File: src/sv/kbpf_pkg.sv
package kbpf_pkg;

  // Input opcodes; the spare code runs a keypoint test as well
  typedef enum logic [1:0] {
    OP_CLEAR    = 2'd0,
    OP_STORE    = 2'd1,
    OP_TEST     = 2'd2,
    OP_TEST_ALT = 2'd3
  } op_e;

  // Result status codes
  typedef enum logic [2:0] {
    ST_KEPT    = 3'd0,
    ST_BORDER  = 3'd1,
    ST_CLOSE   = 3'd2,
    ST_STORED  = 3'd3,
    ST_FULL    = 3'd4,
    ST_CLEARED = 3'd5
  } status_e;

  // Configuration register indexes
  localparam logic [1:0] CFG_BORDER_MARGIN = 2'd0;
  localparam logic [1:0] CFG_IMAGE_WIDTH   = 2'd1;
  localparam logic [1:0] CFG_IMAGE_HEIGHT  = 2'd2;
  localparam logic [1:0] CFG_MIN_DISTANCE  = 2'd3;

  // Register reset values
  localparam logic [10:0] BORDER_MARGIN_RST = 11'd8;
  localparam logic [12:0] IMAGE_WIDTH_RST   = 13'd640;
  localparam logic [12:0] IMAGE_HEIGHT_RST  = 13'd480;
  localparam logic [15:0] MIN_DISTANCE_RST  = 16'd160;

  // Controller states
  typedef enum logic [1:0] {
    S_IDLE,
    S_EVAL,
    S_SCAN,
    S_RESP
  } ctrl_state_e;

  // Controller to datapath commands
  typedef struct packed {
    logic    load;
    logic    clear;
    logic    store;
    logic    scan_start;
    logic    scan;
    logic    set_st;
    status_e st;
    logic    emit;
  } cmd_t;

  // Datapath to controller status
  typedef struct packed {
    op_e  op;
    logic border_rej;
    logic tbl_empty;
    logic tbl_full;
    logic issue_done;
    logic pipe_busy;
    logic hit;
    logic out_free;
  } stat_t;

endpackage

File: src/sv/kbpf_if.sv
// Keypoint command channel
interface kbpf_in_if;
  logic               valid;
  logic               ready;
  logic [1:0]         opcode;
  logic signed [15:0] coord_x;
  logic signed [15:0] coord_y;

  modport source (output valid, output opcode, output coord_x, output coord_y, input ready);
  modport sink   (input valid, input opcode, input coord_x, input coord_y, output ready);
endinterface

// Result channel
interface kbpf_out_if;
  logic               valid;
  logic               ready;
  logic [2:0]         status;
  logic               keep;
  logic signed [15:0] out_x;
  logic signed [15:0] out_y;

  modport source (output valid, output status, output keep, output out_x, output out_y,
                  input ready);
  modport sink   (input valid, input status, input keep, input out_x, input out_y,
                  output ready);
endinterface

// Configuration write channel
interface kbpf_cfg_if;
  logic        valid;
  logic        ready;
  logic [1:0]  index;
  logic [15:0] data;

  modport source (output valid, output index, output data, input ready);
  modport sink   (input valid, input index, input data, output ready);
endinterface

File: src/sv/kbpf_ctrl.sv
module kbpf_ctrl (
  input  logic           clk_i,
  input  logic           rst_ni,
  input  logic           in_valid_i,
  output logic           in_ready_o,
  input  kbpf_pkg::stat_t stat_i,
  output kbpf_pkg::cmd_t  cmd_o
);
  import kbpf_pkg::*;

  ctrl_state_e state_q, state_d;

  // State register
  always_ff @(posedge clk_i or negedge rst_ni) begin
    if (!rst_ni) begin
      state_q <= S_IDLE;
    end else begin
      state_q <= state_d;
    end
  end

  // Next state and commands
  always_comb begin
    state_d    = state_q;
    cmd_o      = '0;
    cmd_o.st   = ST_KEPT;
    in_ready_o = 1'b0;
    case (state_q)
      S_IDLE: begin
        in_ready_o = 1'b1;
        if (in_valid_i) begin
          cmd_o.load = 1'b1;
          state_d    = S_EVAL;
        end
      end
      S_EVAL: begin
        cmd_o.set_st = 1'b1;
        state_d      = S_RESP;
        case (stat_i.op)
          OP_CLEAR: begin
            cmd_o.clear = 1'b1;
            cmd_o.st    = ST_CLEARED;
          end
          OP_STORE: begin
            if (stat_i.tbl_full) begin
              cmd_o.st = ST_FULL;
            end else begin
              cmd_o.store = 1'b1;
              cmd_o.st    = ST_STORED;
            end
          end
          default: begin
            if (stat_i.border_rej) begin
              cmd_o.st = ST_BORDER;
            end else if (stat_i.tbl_empty) begin
              cmd_o.st = ST_KEPT;
            end else begin
              cmd_o.set_st     = 1'b0;
              cmd_o.scan_start = 1'b1;
              state_d          = S_SCAN;
            end
          end
        endcase
      end
      S_SCAN: begin
        if (stat_i.hit) begin
          cmd_o.set_st = 1'b1;
          cmd_o.st     = ST_CLOSE;
          state_d      = S_RESP;
        end else if (stat_i.issue_done && !stat_i.pipe_busy) begin
          cmd_o.set_st = 1'b1;
          cmd_o.st     = ST_KEPT;
          state_d      = S_RESP;
        end else begin
          cmd_o.scan = 1'b1;
        end
      end
      S_RESP: begin
        if (stat_i.out_free) begin
          cmd_o.emit = 1'b1;
          state_d    = S_IDLE;
        end
      end
      default: state_d = S_IDLE;
    endcase
  end

  // Emit only into a free output register, and only after a decision was made
  a_emit_free: assert property (@(posedge clk_i) disable iff (!rst_ni)
    cmd_o.emit |-> stat_i.out_free) else $error("emit into busy output");
  a_resp_from: assert property (@(posedge clk_i) disable iff (!rst_ni)
    (state_q == S_RESP) && !$past(state_q == S_RESP) |->
      ($past(state_q == S_EVAL) || $past(state_q == S_SCAN)))
    else $error("response state entered without evaluation");
  a_scan_leave: assert property (@(posedge clk_i) disable iff (!rst_ni)
    (state_q == S_SCAN) && !stat_i.hit && !(stat_i.issue_done && !stat_i.pipe_busy)
      |=> (state_q == S_SCAN)) else $error("scan left early");

endmodule

File: src/sv/kbpf_dp.sv
module kbpf_dp #(
  parameter int MAX_POINTS = 64
) (
  input  logic               clk_i,
  input  logic               rst_ni,
  input  kbpf_pkg::cmd_t     cmd_i,
  output kbpf_pkg::stat_t    stat_o,
  input  logic [1:0]         in_opcode_i,
  input  logic signed [15:0] in_x_i,
  input  logic signed [15:0] in_y_i,
  input  logic               cfg_we_i,
  input  logic [1:0]         cfg_index_i,
  input  logic [15:0]        cfg_data_i,
  output logic               out_valid_o,
  input  logic               out_ready_i,
  output logic [2:0]         out_status_o,
  output logic               out_keep_o,
  output logic signed [15:0] out_x_o,
  output logic signed [15:0] out_y_o
);
  import kbpf_pkg::*;

  localparam int CNT_W = $clog2(MAX_POINTS + 1);
  localparam int IDX_W = (MAX_POINTS > 1) ? $clog2(MAX_POINTS) : 1;
  localparam logic [CNT_W-1:0] MAX_CNT = CNT_W'(MAX_POINTS);

  // Configuration registers
  logic [10:0] border_margin_q;
  logic [12:0] image_width_q;
  logic [12:0] image_height_q;
  logic [15:0] min_distance_q;
  logic [31:0] lim_q;

  always_ff @(posedge clk_i or negedge rst_ni) begin
    if (!rst_ni) begin
      border_margin_q <= BORDER_MARGIN_RST;
      image_width_q   <= IMAGE_WIDTH_RST;
      image_height_q  <= IMAGE_HEIGHT_RST;
      min_distance_q  <= MIN_DISTANCE_RST;
    end else if (cfg_we_i) begin
      case (cfg_index_i)
        CFG_BORDER_MARGIN: border_margin_q <= cfg_data_i[10:0];
        CFG_IMAGE_WIDTH:   image_width_q   <= cfg_data_i[12:0];
        CFG_IMAGE_HEIGHT:  image_height_q  <= cfg_data_i[12:0];
        CFG_MIN_DISTANCE:  min_distance_q  <= cfg_data_i;
        default: ;
      endcase
    end
  end

  // Squared distance limit, refreshed every cycle
  always_ff @(posedge clk_i) begin
    lim_q <= min_distance_q * min_distance_q;
  end

  // Captured item
  op_e                op_q;
  logic signed [15:0] x_q, y_q;

  always_ff @(posedge clk_i) begin
    if (cmd_i.load) begin
      op_q <= op_e'(in_opcode_i);
      x_q  <= in_x_i;
      y_q  <= in_y_i;
    end
  end

  // Border test in 12.4 units
  logic [11:0]        margin_px;
  logic [15:0]        edge_fx;
  logic signed [18:0] e_s, xmax_s, ymax_s, xs, ys;
  logic               border_rej;

  always_comb begin
    margin_px  = {1'b0, border_margin_q} + 12'd1;
    edge_fx    = {margin_px, 4'b0000};
    e_s        = $signed({3'b000, edge_fx});
    xmax_s     = $signed({2'b00, image_width_q, 4'b0000}) - e_s;
    ymax_s     = $signed({2'b00, image_height_q, 4'b0000}) - e_s;
    xs         = 19'(x_q);
    ys         = 19'(y_q);
    border_rej = (xs < e_s) || (ys < e_s) || (xs > xmax_s) || (ys > ymax_s);
  end

  // Point table and count
  logic [15:0]      mem_x [MAX_POINTS];
  logic [15:0]      mem_y [MAX_POINTS];
  logic [CNT_W-1:0] count_q;

  always_ff @(posedge clk_i or negedge rst_ni) begin
    if (!rst_ni) begin
      count_q <= '0;
    end else if (cmd_i.clear) begin
      count_q <= '0;
    end else if (cmd_i.store) begin
      count_q <= count_q + 1'b1;
    end
  end

  always_ff @(posedge clk_i) begin
    if (cmd_i.store) begin
      mem_x[count_q[IDX_W-1:0]] <= x_q;
      mem_y[count_q[IDX_W-1:0]] <= y_q;
    end
  end

  // Scan pipeline: read, square, compare
  logic [CNT_W-1:0]   idx_q;
  logic               issue;
  logic               v1_q, v2_q;
  logic signed [15:0] rx_q, ry_q;
  logic signed [16:0] dx, dy;
  logic [16:0]        adx, ady;
  logic [31:0]        sqx_q, sqy_q;
  logic [32:0]        dist_sq;
  logic               hit;

  assign issue = cmd_i.scan && (idx_q != count_q);

  always_ff @(posedge clk_i or negedge rst_ni) begin
    if (!rst_ni) begin
      idx_q <= '0;
      v1_q  <= 1'b0;
      v2_q  <= 1'b0;
    end else if (cmd_i.scan_start) begin
      idx_q <= '0;
      v1_q  <= 1'b0;
      v2_q  <= 1'b0;
    end else begin
      if (issue) begin
        idx_q <= idx_q + 1'b1;
      end
      v1_q <= issue;
      v2_q <= cmd_i.scan && v1_q;
    end
  end

  always_ff @(posedge clk_i) begin
    if (issue) begin
      rx_q <= mem_x[idx_q[IDX_W-1:0]];
      ry_q <= mem_y[idx_q[IDX_W-1:0]];
    end
  end

  always_comb begin
    dx      = 17'(x_q) - 17'(rx_q);
    dy      = 17'(y_q) - 17'(ry_q);
    adx     = dx[16] ? 17'(-dx) : dx;
    ady     = dy[16] ? 17'(-dy) : dy;
    dist_sq = {1'b0, sqx_q} + {1'b0, sqy_q};
    hit     = v2_q && (dist_sq < {1'b0, lim_q});
  end

  always_ff @(posedge clk_i) begin
    sqx_q <= adx[15:0] * adx[15:0];
    sqy_q <= ady[15:0] * ady[15:0];
  end

  // Held decision
  status_e st_q;

  always_ff @(posedge clk_i) begin
    if (cmd_i.set_st) begin
      st_q <= cmd_i.st;
    end
  end

  // Output register
  logic               out_valid_q;
  status_e            out_st_q;
  logic signed [15:0] out_x_q, out_y_q;
  logic               out_free;

  assign out_free = !out_valid_q || out_ready_i;

  always_ff @(posedge clk_i or negedge rst_ni) begin
    if (!rst_ni) begin
      out_valid_q <= 1'b0;
    end else if (cmd_i.emit) begin
      out_valid_q <= 1'b1;
    end else if (out_ready_i) begin
      out_valid_q <= 1'b0;
    end
  end

  always_ff @(posedge clk_i) begin
    if (cmd_i.emit) begin
      out_st_q <= st_q;
      out_x_q  <= x_q;
      out_y_q  <= y_q;
    end
  end

  assign out_valid_o  = out_valid_q;
  assign out_status_o = out_st_q;
  assign out_keep_o   = (out_st_q == ST_KEPT);
  assign out_x_o      = out_x_q;
  assign out_y_o      = out_y_q;

  // Status to the controller
  always_comb begin
    stat_o            = '0;
    stat_o.op         = op_q;
    stat_o.border_rej = border_rej;
    stat_o.tbl_empty  = (count_q == '0);
    stat_o.tbl_full   = (count_q == MAX_CNT);
    stat_o.issue_done = (idx_q == count_q);
    stat_o.pipe_busy  = v1_q || v2_q;
    stat_o.hit        = hit;
    stat_o.out_free   = out_free;
  end

  a_count_max: assert property (@(posedge clk_i) disable iff (!rst_ni)
    count_q <= MAX_CNT) else $error("point count beyond table depth");
  a_store_room: assert property (@(posedge clk_i) disable iff (!rst_ni)
    cmd_i.store |-> (count_q != MAX_CNT)) else $error("store into full table");
  a_idx_bound: assert property (@(posedge clk_i) disable iff (!rst_ni)
    cmd_i.scan |-> (idx_q <= count_q)) else $error("scan index past count");
  a_pipe_order: assert property (@(posedge clk_i) disable iff (!rst_ni)
    v2_q |-> $past(v1_q)) else $error("compare stage without read stage");

endmodule

File: src/sv/keypoint_border_and_proximity_filter_top.sv
// Keypoint border and proximity filter. Each command transfer yields exactly one
// result transfer, in order. Clear, store, a border reject and a test against an
// empty table pass through the take, decide and respond states from one command
// transfer to the next. A test against a non-empty table walks the table between
// decide and respond: one read of the point memory and one squared-distance
// compare per cycle through a three-stage read/square/compare pipeline, which is
// flushed before a kept result. A proximity hit on any stored point ends the walk
// early. The finished result waits in the respond state while the output
// register is busy. A new command is taken while the previous result still waits
// in the output register. Configuration writes are accepted every cycle and should
// be issued while the block is idle.
module keypoint_border_and_proximity_filter_top #(
  parameter int MAX_POINTS = 64
) (
  input  logic       clk_i,
  input  logic       rst_ni,
  kbpf_in_if.sink    in_i,
  kbpf_out_if.source out_o,
  kbpf_cfg_if.sink   cfg_i
);
  import kbpf_pkg::*;

  cmd_t  cmd;
  stat_t stat;
  logic  in_ready;

  assign in_i.ready  = in_ready;
  assign cfg_i.ready = 1'b1;

  // Sequencer
  kbpf_ctrl u_ctrl (
    .clk_i      (clk_i),
    .rst_ni     (rst_ni),
    .in_valid_i (in_i.valid),
    .in_ready_o (in_ready),
    .stat_i     (stat),
    .cmd_o      (cmd)
  );

  // Table, border and distance datapath
  kbpf_dp #(
    .MAX_POINTS (MAX_POINTS)
  ) u_dp (
    .clk_i        (clk_i),
    .rst_ni       (rst_ni),
    .cmd_i        (cmd),
    .stat_o       (stat),
    .in_opcode_i  (in_i.opcode),
    .in_x_i       (in_i.coord_x),
    .in_y_i       (in_i.coord_y),
    .cfg_we_i     (cfg_i.valid),
    .cfg_index_i  (cfg_i.index),
    .cfg_data_i   (cfg_i.data),
    .out_valid_o  (out_o.valid),
    .out_ready_i  (out_o.ready),
    .out_status_o (out_o.status),
    .out_keep_o   (out_o.keep),
    .out_x_o      (out_o.out_x),
    .out_y_o      (out_o.out_y)
  );

endmodule
File: src/flat_wrapper.sv
// flat-port wrapper written by rule: the top's interface ports become plain ports
module keypoint_border_and_proximity_filter_top_flat import kbpf_pkg::*;
#(
  parameter int MAX_POINTS = 64
)
  (clk_i, rst_ni, in_i_valid, in_i_opcode, in_i_coord_x, in_i_coord_y, in_i_ready, out_o_valid, out_o_status, out_o_keep, out_o_out_x, out_o_out_y, out_o_ready, cfg_i_valid, cfg_i_index, cfg_i_data, cfg_i_ready);
  kbpf_in_if in_i_i ();
  kbpf_out_if out_o_i ();
  kbpf_cfg_if cfg_i_i ();
  input  logic clk_i;
  input  logic rst_ni;
  input wire logic [$bits(in_i_i.valid)-1:0] in_i_valid;
  input wire logic [$bits(in_i_i.opcode)-1:0] in_i_opcode;
  input wire logic [$bits(in_i_i.coord_x)-1:0] in_i_coord_x;
  input wire logic [$bits(in_i_i.coord_y)-1:0] in_i_coord_y;
  output wire logic [$bits(in_i_i.ready)-1:0] in_i_ready;
  output wire logic [$bits(out_o_i.valid)-1:0] out_o_valid;
  output wire logic [$bits(out_o_i.status)-1:0] out_o_status;
  output wire logic [$bits(out_o_i.keep)-1:0] out_o_keep;
  output wire logic [$bits(out_o_i.out_x)-1:0] out_o_out_x;
  output wire logic [$bits(out_o_i.out_y)-1:0] out_o_out_y;
  input wire logic [$bits(out_o_i.ready)-1:0] out_o_ready;
  input wire logic [$bits(cfg_i_i.valid)-1:0] cfg_i_valid;
  input wire logic [$bits(cfg_i_i.index)-1:0] cfg_i_index;
  input wire logic [$bits(cfg_i_i.data)-1:0] cfg_i_data;
  output wire logic [$bits(cfg_i_i.ready)-1:0] cfg_i_ready;
  assign in_i_i.valid = in_i_valid;
  assign in_i_i.opcode = in_i_opcode;
  assign in_i_i.coord_x = in_i_coord_x;
  assign in_i_i.coord_y = in_i_coord_y;
  assign in_i_ready = in_i_i.ready;
  assign out_o_valid = out_o_i.valid;
  assign out_o_status = out_o_i.status;
  assign out_o_keep = out_o_i.keep;
  assign out_o_out_x = out_o_i.out_x;
  assign out_o_out_y = out_o_i.out_y;
  assign out_o_i.ready = out_o_ready;
  assign cfg_i_i.valid = cfg_i_valid;
  assign cfg_i_i.index = cfg_i_index;
  assign cfg_i_i.data = cfg_i_data;
  assign cfg_i_ready = cfg_i_i.ready;
  keypoint_border_and_proximity_filter_top #(.MAX_POINTS(MAX_POINTS)) u_core (.clk_i(clk_i), .rst_ni(rst_ni), .in_i(in_i_i), .out_o(out_o_i), .cfg_i(cfg_i_i));
endmodule
File: config.mk
export PLATFORM = sky130hd
export DESIGN_NAME = keypoint_border_and_proximity_filter_top_flat
export DESIGN_NICKNAME = d
export VERILOG_FILES = /design/src/sv/kbpf_pkg.sv /design/src/sv/kbpf_if.sv /design/src/sv/kbpf_ctrl.sv /design/src/sv/kbpf_dp.sv /design/src/sv/keypoint_border_and_proximity_filter_top.sv /design/src/flat_wrapper.sv
export SDC_FILE = /design/constraint.sdc
export NUM_CORES = 2
export LEC_CHECK = 0
export BUFFER_PORTS_ARGS = -buffer_cell sky130_fd_sc_hd__buf_2
export CORE_ASPECT_RATIO = 0.7
export CORE_MARGIN = 4
export CORE_UTILIZATION = 51
export CTS_CLUSTER_DIAMETER = 120
export DETAILED_ROUTE_END_ITERATION = 8
export GPL_TIMING_DRIVEN = 1
export HOLD_SLACK_MARGIN = 0.12
export PLACE_DENSITY = 0.66
export SETUP_SLACK_MARGIN = 0.1
export SLEW_MARGIN = 20
export SYNTH_ARGS = -nofsm -noshare
export SYNTH_HDL_FRONTEND = slang
export SYNTH_SLANG_ARGS = --single-unit
File: constraint.sdc
create_clock -name clk_i -period 19.5 [get_ports clk_i]
set_input_delay 4.875 -clock clk_i [delete_from_list [all_inputs] [get_ports clk_i]]
set_output_delay 4.875 -clock clk_i [all_outputs]
set_load 0.03 [all_outputs]
==> impl_metrics.ini <==
[clock_tree]
htree_levels = 4
cts_tree = built
clock-sinks = 2317
postCtsHoldBufs = 0
clk_latency_ns = 0.91
post_cts_buffers = 0
path_clk_slew_ns = 0.06
clk_path_buf_depth = 4
post_cts_resized = 0
numCtsBuffers = 220
cts-root-buf = clkbuf_16

[logic_synthesis]
synth.area.top_cells = edfxtp_1 57%, mux4_2 13%, fa_1 8.7%
synth_flop_cell = edfxtp_1
syn_inst = 6670
synth_commonest_cells = 2152 x edfxtp_1, 833 x inv_1, 672 x mux4_2
async_flop_share_pct = 3.11
synth_area_leader_cell = edfxtp_1
synth_edf_count = 2152
ys_types = 101
netlist.area_leader.share_pct = 57.1
synth.yosys.seq_area_share_pct = 60.3
synth_nets = 7684
ys_ff_latch = 2317
yosysMostFrequentCell = edfxtp_1
syn_area_um2 = 113000
avgSynthCellArea_um2 = 17.0
yosysWarnings = 0

[detailed_routing]
firstDrtPassIters = 6
ant_nets = 0
drc = 0
vias = 61892
wl_per_cell_um = 31.1
via_per_inst = 6.16
drtIter0Drc = 8161
routed_wl_um = 312000

[critical_path]
max_stage_delay_ns = 0.78
timing.critical_path.slowest_stage_cell = a221oi_1
crit_type = reg2reg
endpoint_kind = register
start_kind = register
critPathTopFamily = adder cells
crit_buf_inv = 7
crit_arrival_ns = 11.87
critical_path.most_common_cell = fa_1
path_max_fanout = 66
critPathRequiredTime_ns = 20.18

[timing]
grt_setup_unrepaired = no
fin_tns_setup_ns = 0
final.setup_skew_ns = 0.112
worst_pin_slew_ns = 1.18
timing_hold_violations_final = 0
slew_headroom_pct = 20.9
fmax_ghz = 0.0894
fin_crit_sh_pct = 57.4
fin_crit_ns = 11.19
slew_violations = 0
setup_viol_count_final = 0

[global_routing]
grt_max_degree = 147
antenna_found_initial = 28
grt_busiest_layer = met1
use_met3_pct = 7.12
overflow = 0
grt_use_total_pct = 27.4
grtUsageMet1_pct = 43.5
grt_pass1_vias = 60907
grt_pass1_wl_um = 449000
grt_use_met2_pct = 38.3

[die]
core_area_um2 = 221000
initial_core_util_pct = 51.3
die_height_um = 402
dieArea_um2 = 230000
num_rows = 144
die_w_um = 571
io_pins = 96

[cells_and_area]
num-nets-final = 7953
drive_gt1_share_pct = 20.5
area_growth_pct = 10.9
fillers = 16808
final_cell_area_um2 = 126000

[place]
placed_area_um2 = 118000
dp_hpwl_um = 201000
gp_congestion = 0.902
port_buffers = 94

[run]
maxCapViolations = 0

[run_status]
outcome = finished clean

[min_path]
hp-class = reg2reg
[placed cells by master, fill, tap and decap left out, drive strengths merged, types with 14 or more instances in the layout]
cell type	n
mux2	55
and2	70
diode	14
bufinv	27
o21a	61
xor2	77
clkbuf	263
and3	18
o21bai	14
inv	853
buf	264
a21o	75
nand2b	41
nor2	318
fa	492
a21oi	137
nand2	252
mux4	672
ha	465
o21ai	87
a211oi	17
clkinv	96
nand4	17
xnor2	132
dfxtp	93
dfrtp	63
or2	20
nor3	36
nand3	36
nor2b	28
edfxtp	2152
[per-stage QoR]
step | worst slack, ns | util (%) | hold WS, ns | cells
4_1_cts | 8.15 | 56.9 | 0.512 | 10037
5_1_grt | 7.65 | 56.9 | 0.531 | 10037
3_3_place_gp | 8.24 | 53.7 | 0.424 | 9637
2_1_floorplan | 9.82 | - | 0.400 | 6670
3_5_place_dp | 8.28 | 53.7 | 0.417 | 9637
6_report | 8.31 | 56.9 | 0.515 | 10051
[area by class of cell]
type | instances | area, um2 | share of cell area (%)
Sequential cell | 2317 | 68300 | 54.4
Multi-Input combinational cell | 3289 | 41500 | 33.0
Clock buffer | 263 | 5710 | 4.55
Tap cell | 2920 | 3650 | 2.91
Inverter | 847 | 3190 | 2.54
Timing Repair Buffer | 264 | 1820 | 1.45
Clock inverter | 137 | 1410 | 1.12
Antenna cell | 14 | 35.0 | 0.0279
[worst paths after layout]
check,endpoint,slack [ns],startpoint,depth (start not counted)
min,u_core.u_dp.image_height_q[0],0.52,u_core.u_dp.image_height_q[0],1
max,u_core.u_dp.sqy_q[31],8.31,u_core.u_dp.y_q[0],35
min in group asynchronous,u_core.u_dp.min_distance_q[3],3.96,rst_ni,1
max in group asynchronous,u_core.u_dp.count_q[1],14.42,rst_ni,2
max reg2reg,u_core.u_dp.sqy_q[31],8.31,u_core.u_dp.y_q[0],35
min reg2reg,u_core.u_dp.image_height_q[0],0.52,u_core.u_dp.image_height_q[0],1
[routing by layer]
metal	up-vias	routed length, um
met5	-	72
met4	10	7180
met3	424	36500
met2	3294	133000
met1	32717	136000
li1	25447	-
[logic make-up (layout without fill, tap and decap cells)]
family | count (synthesis) | in the layout | share of synthesized area (%)
muxes | 731 | 731 | 13.9
DFF | 2317 | 2317 | 60.3
other | 1 | 15 | 0.00331
adders and majority gates | 957 | 957 | 13.8
and+or+nand+nor | 888 | 888 | 3.65
buffers and inverters | 1064 | 1511 | 3.55
AOI/OAI and AO/OA | 502 | 502 | 2.99
xor gates and xnor gates | 210 | 210 | 1.72
[state kept, by name (all words and copies together) (netlist names), 31 cells and up]
name / count
u_core.u_dp.lim_q: 31
u_core.u_dp.mem_x: 1024
u_core.u_dp.mem_y: 1024
u_core.u_dp.sqx_q: 31
u_core.u_dp.sqy_q: 31
Power is not shown: default switching activity piles up to over one toggle a cycle in this logic, so the estimate is an artifact.
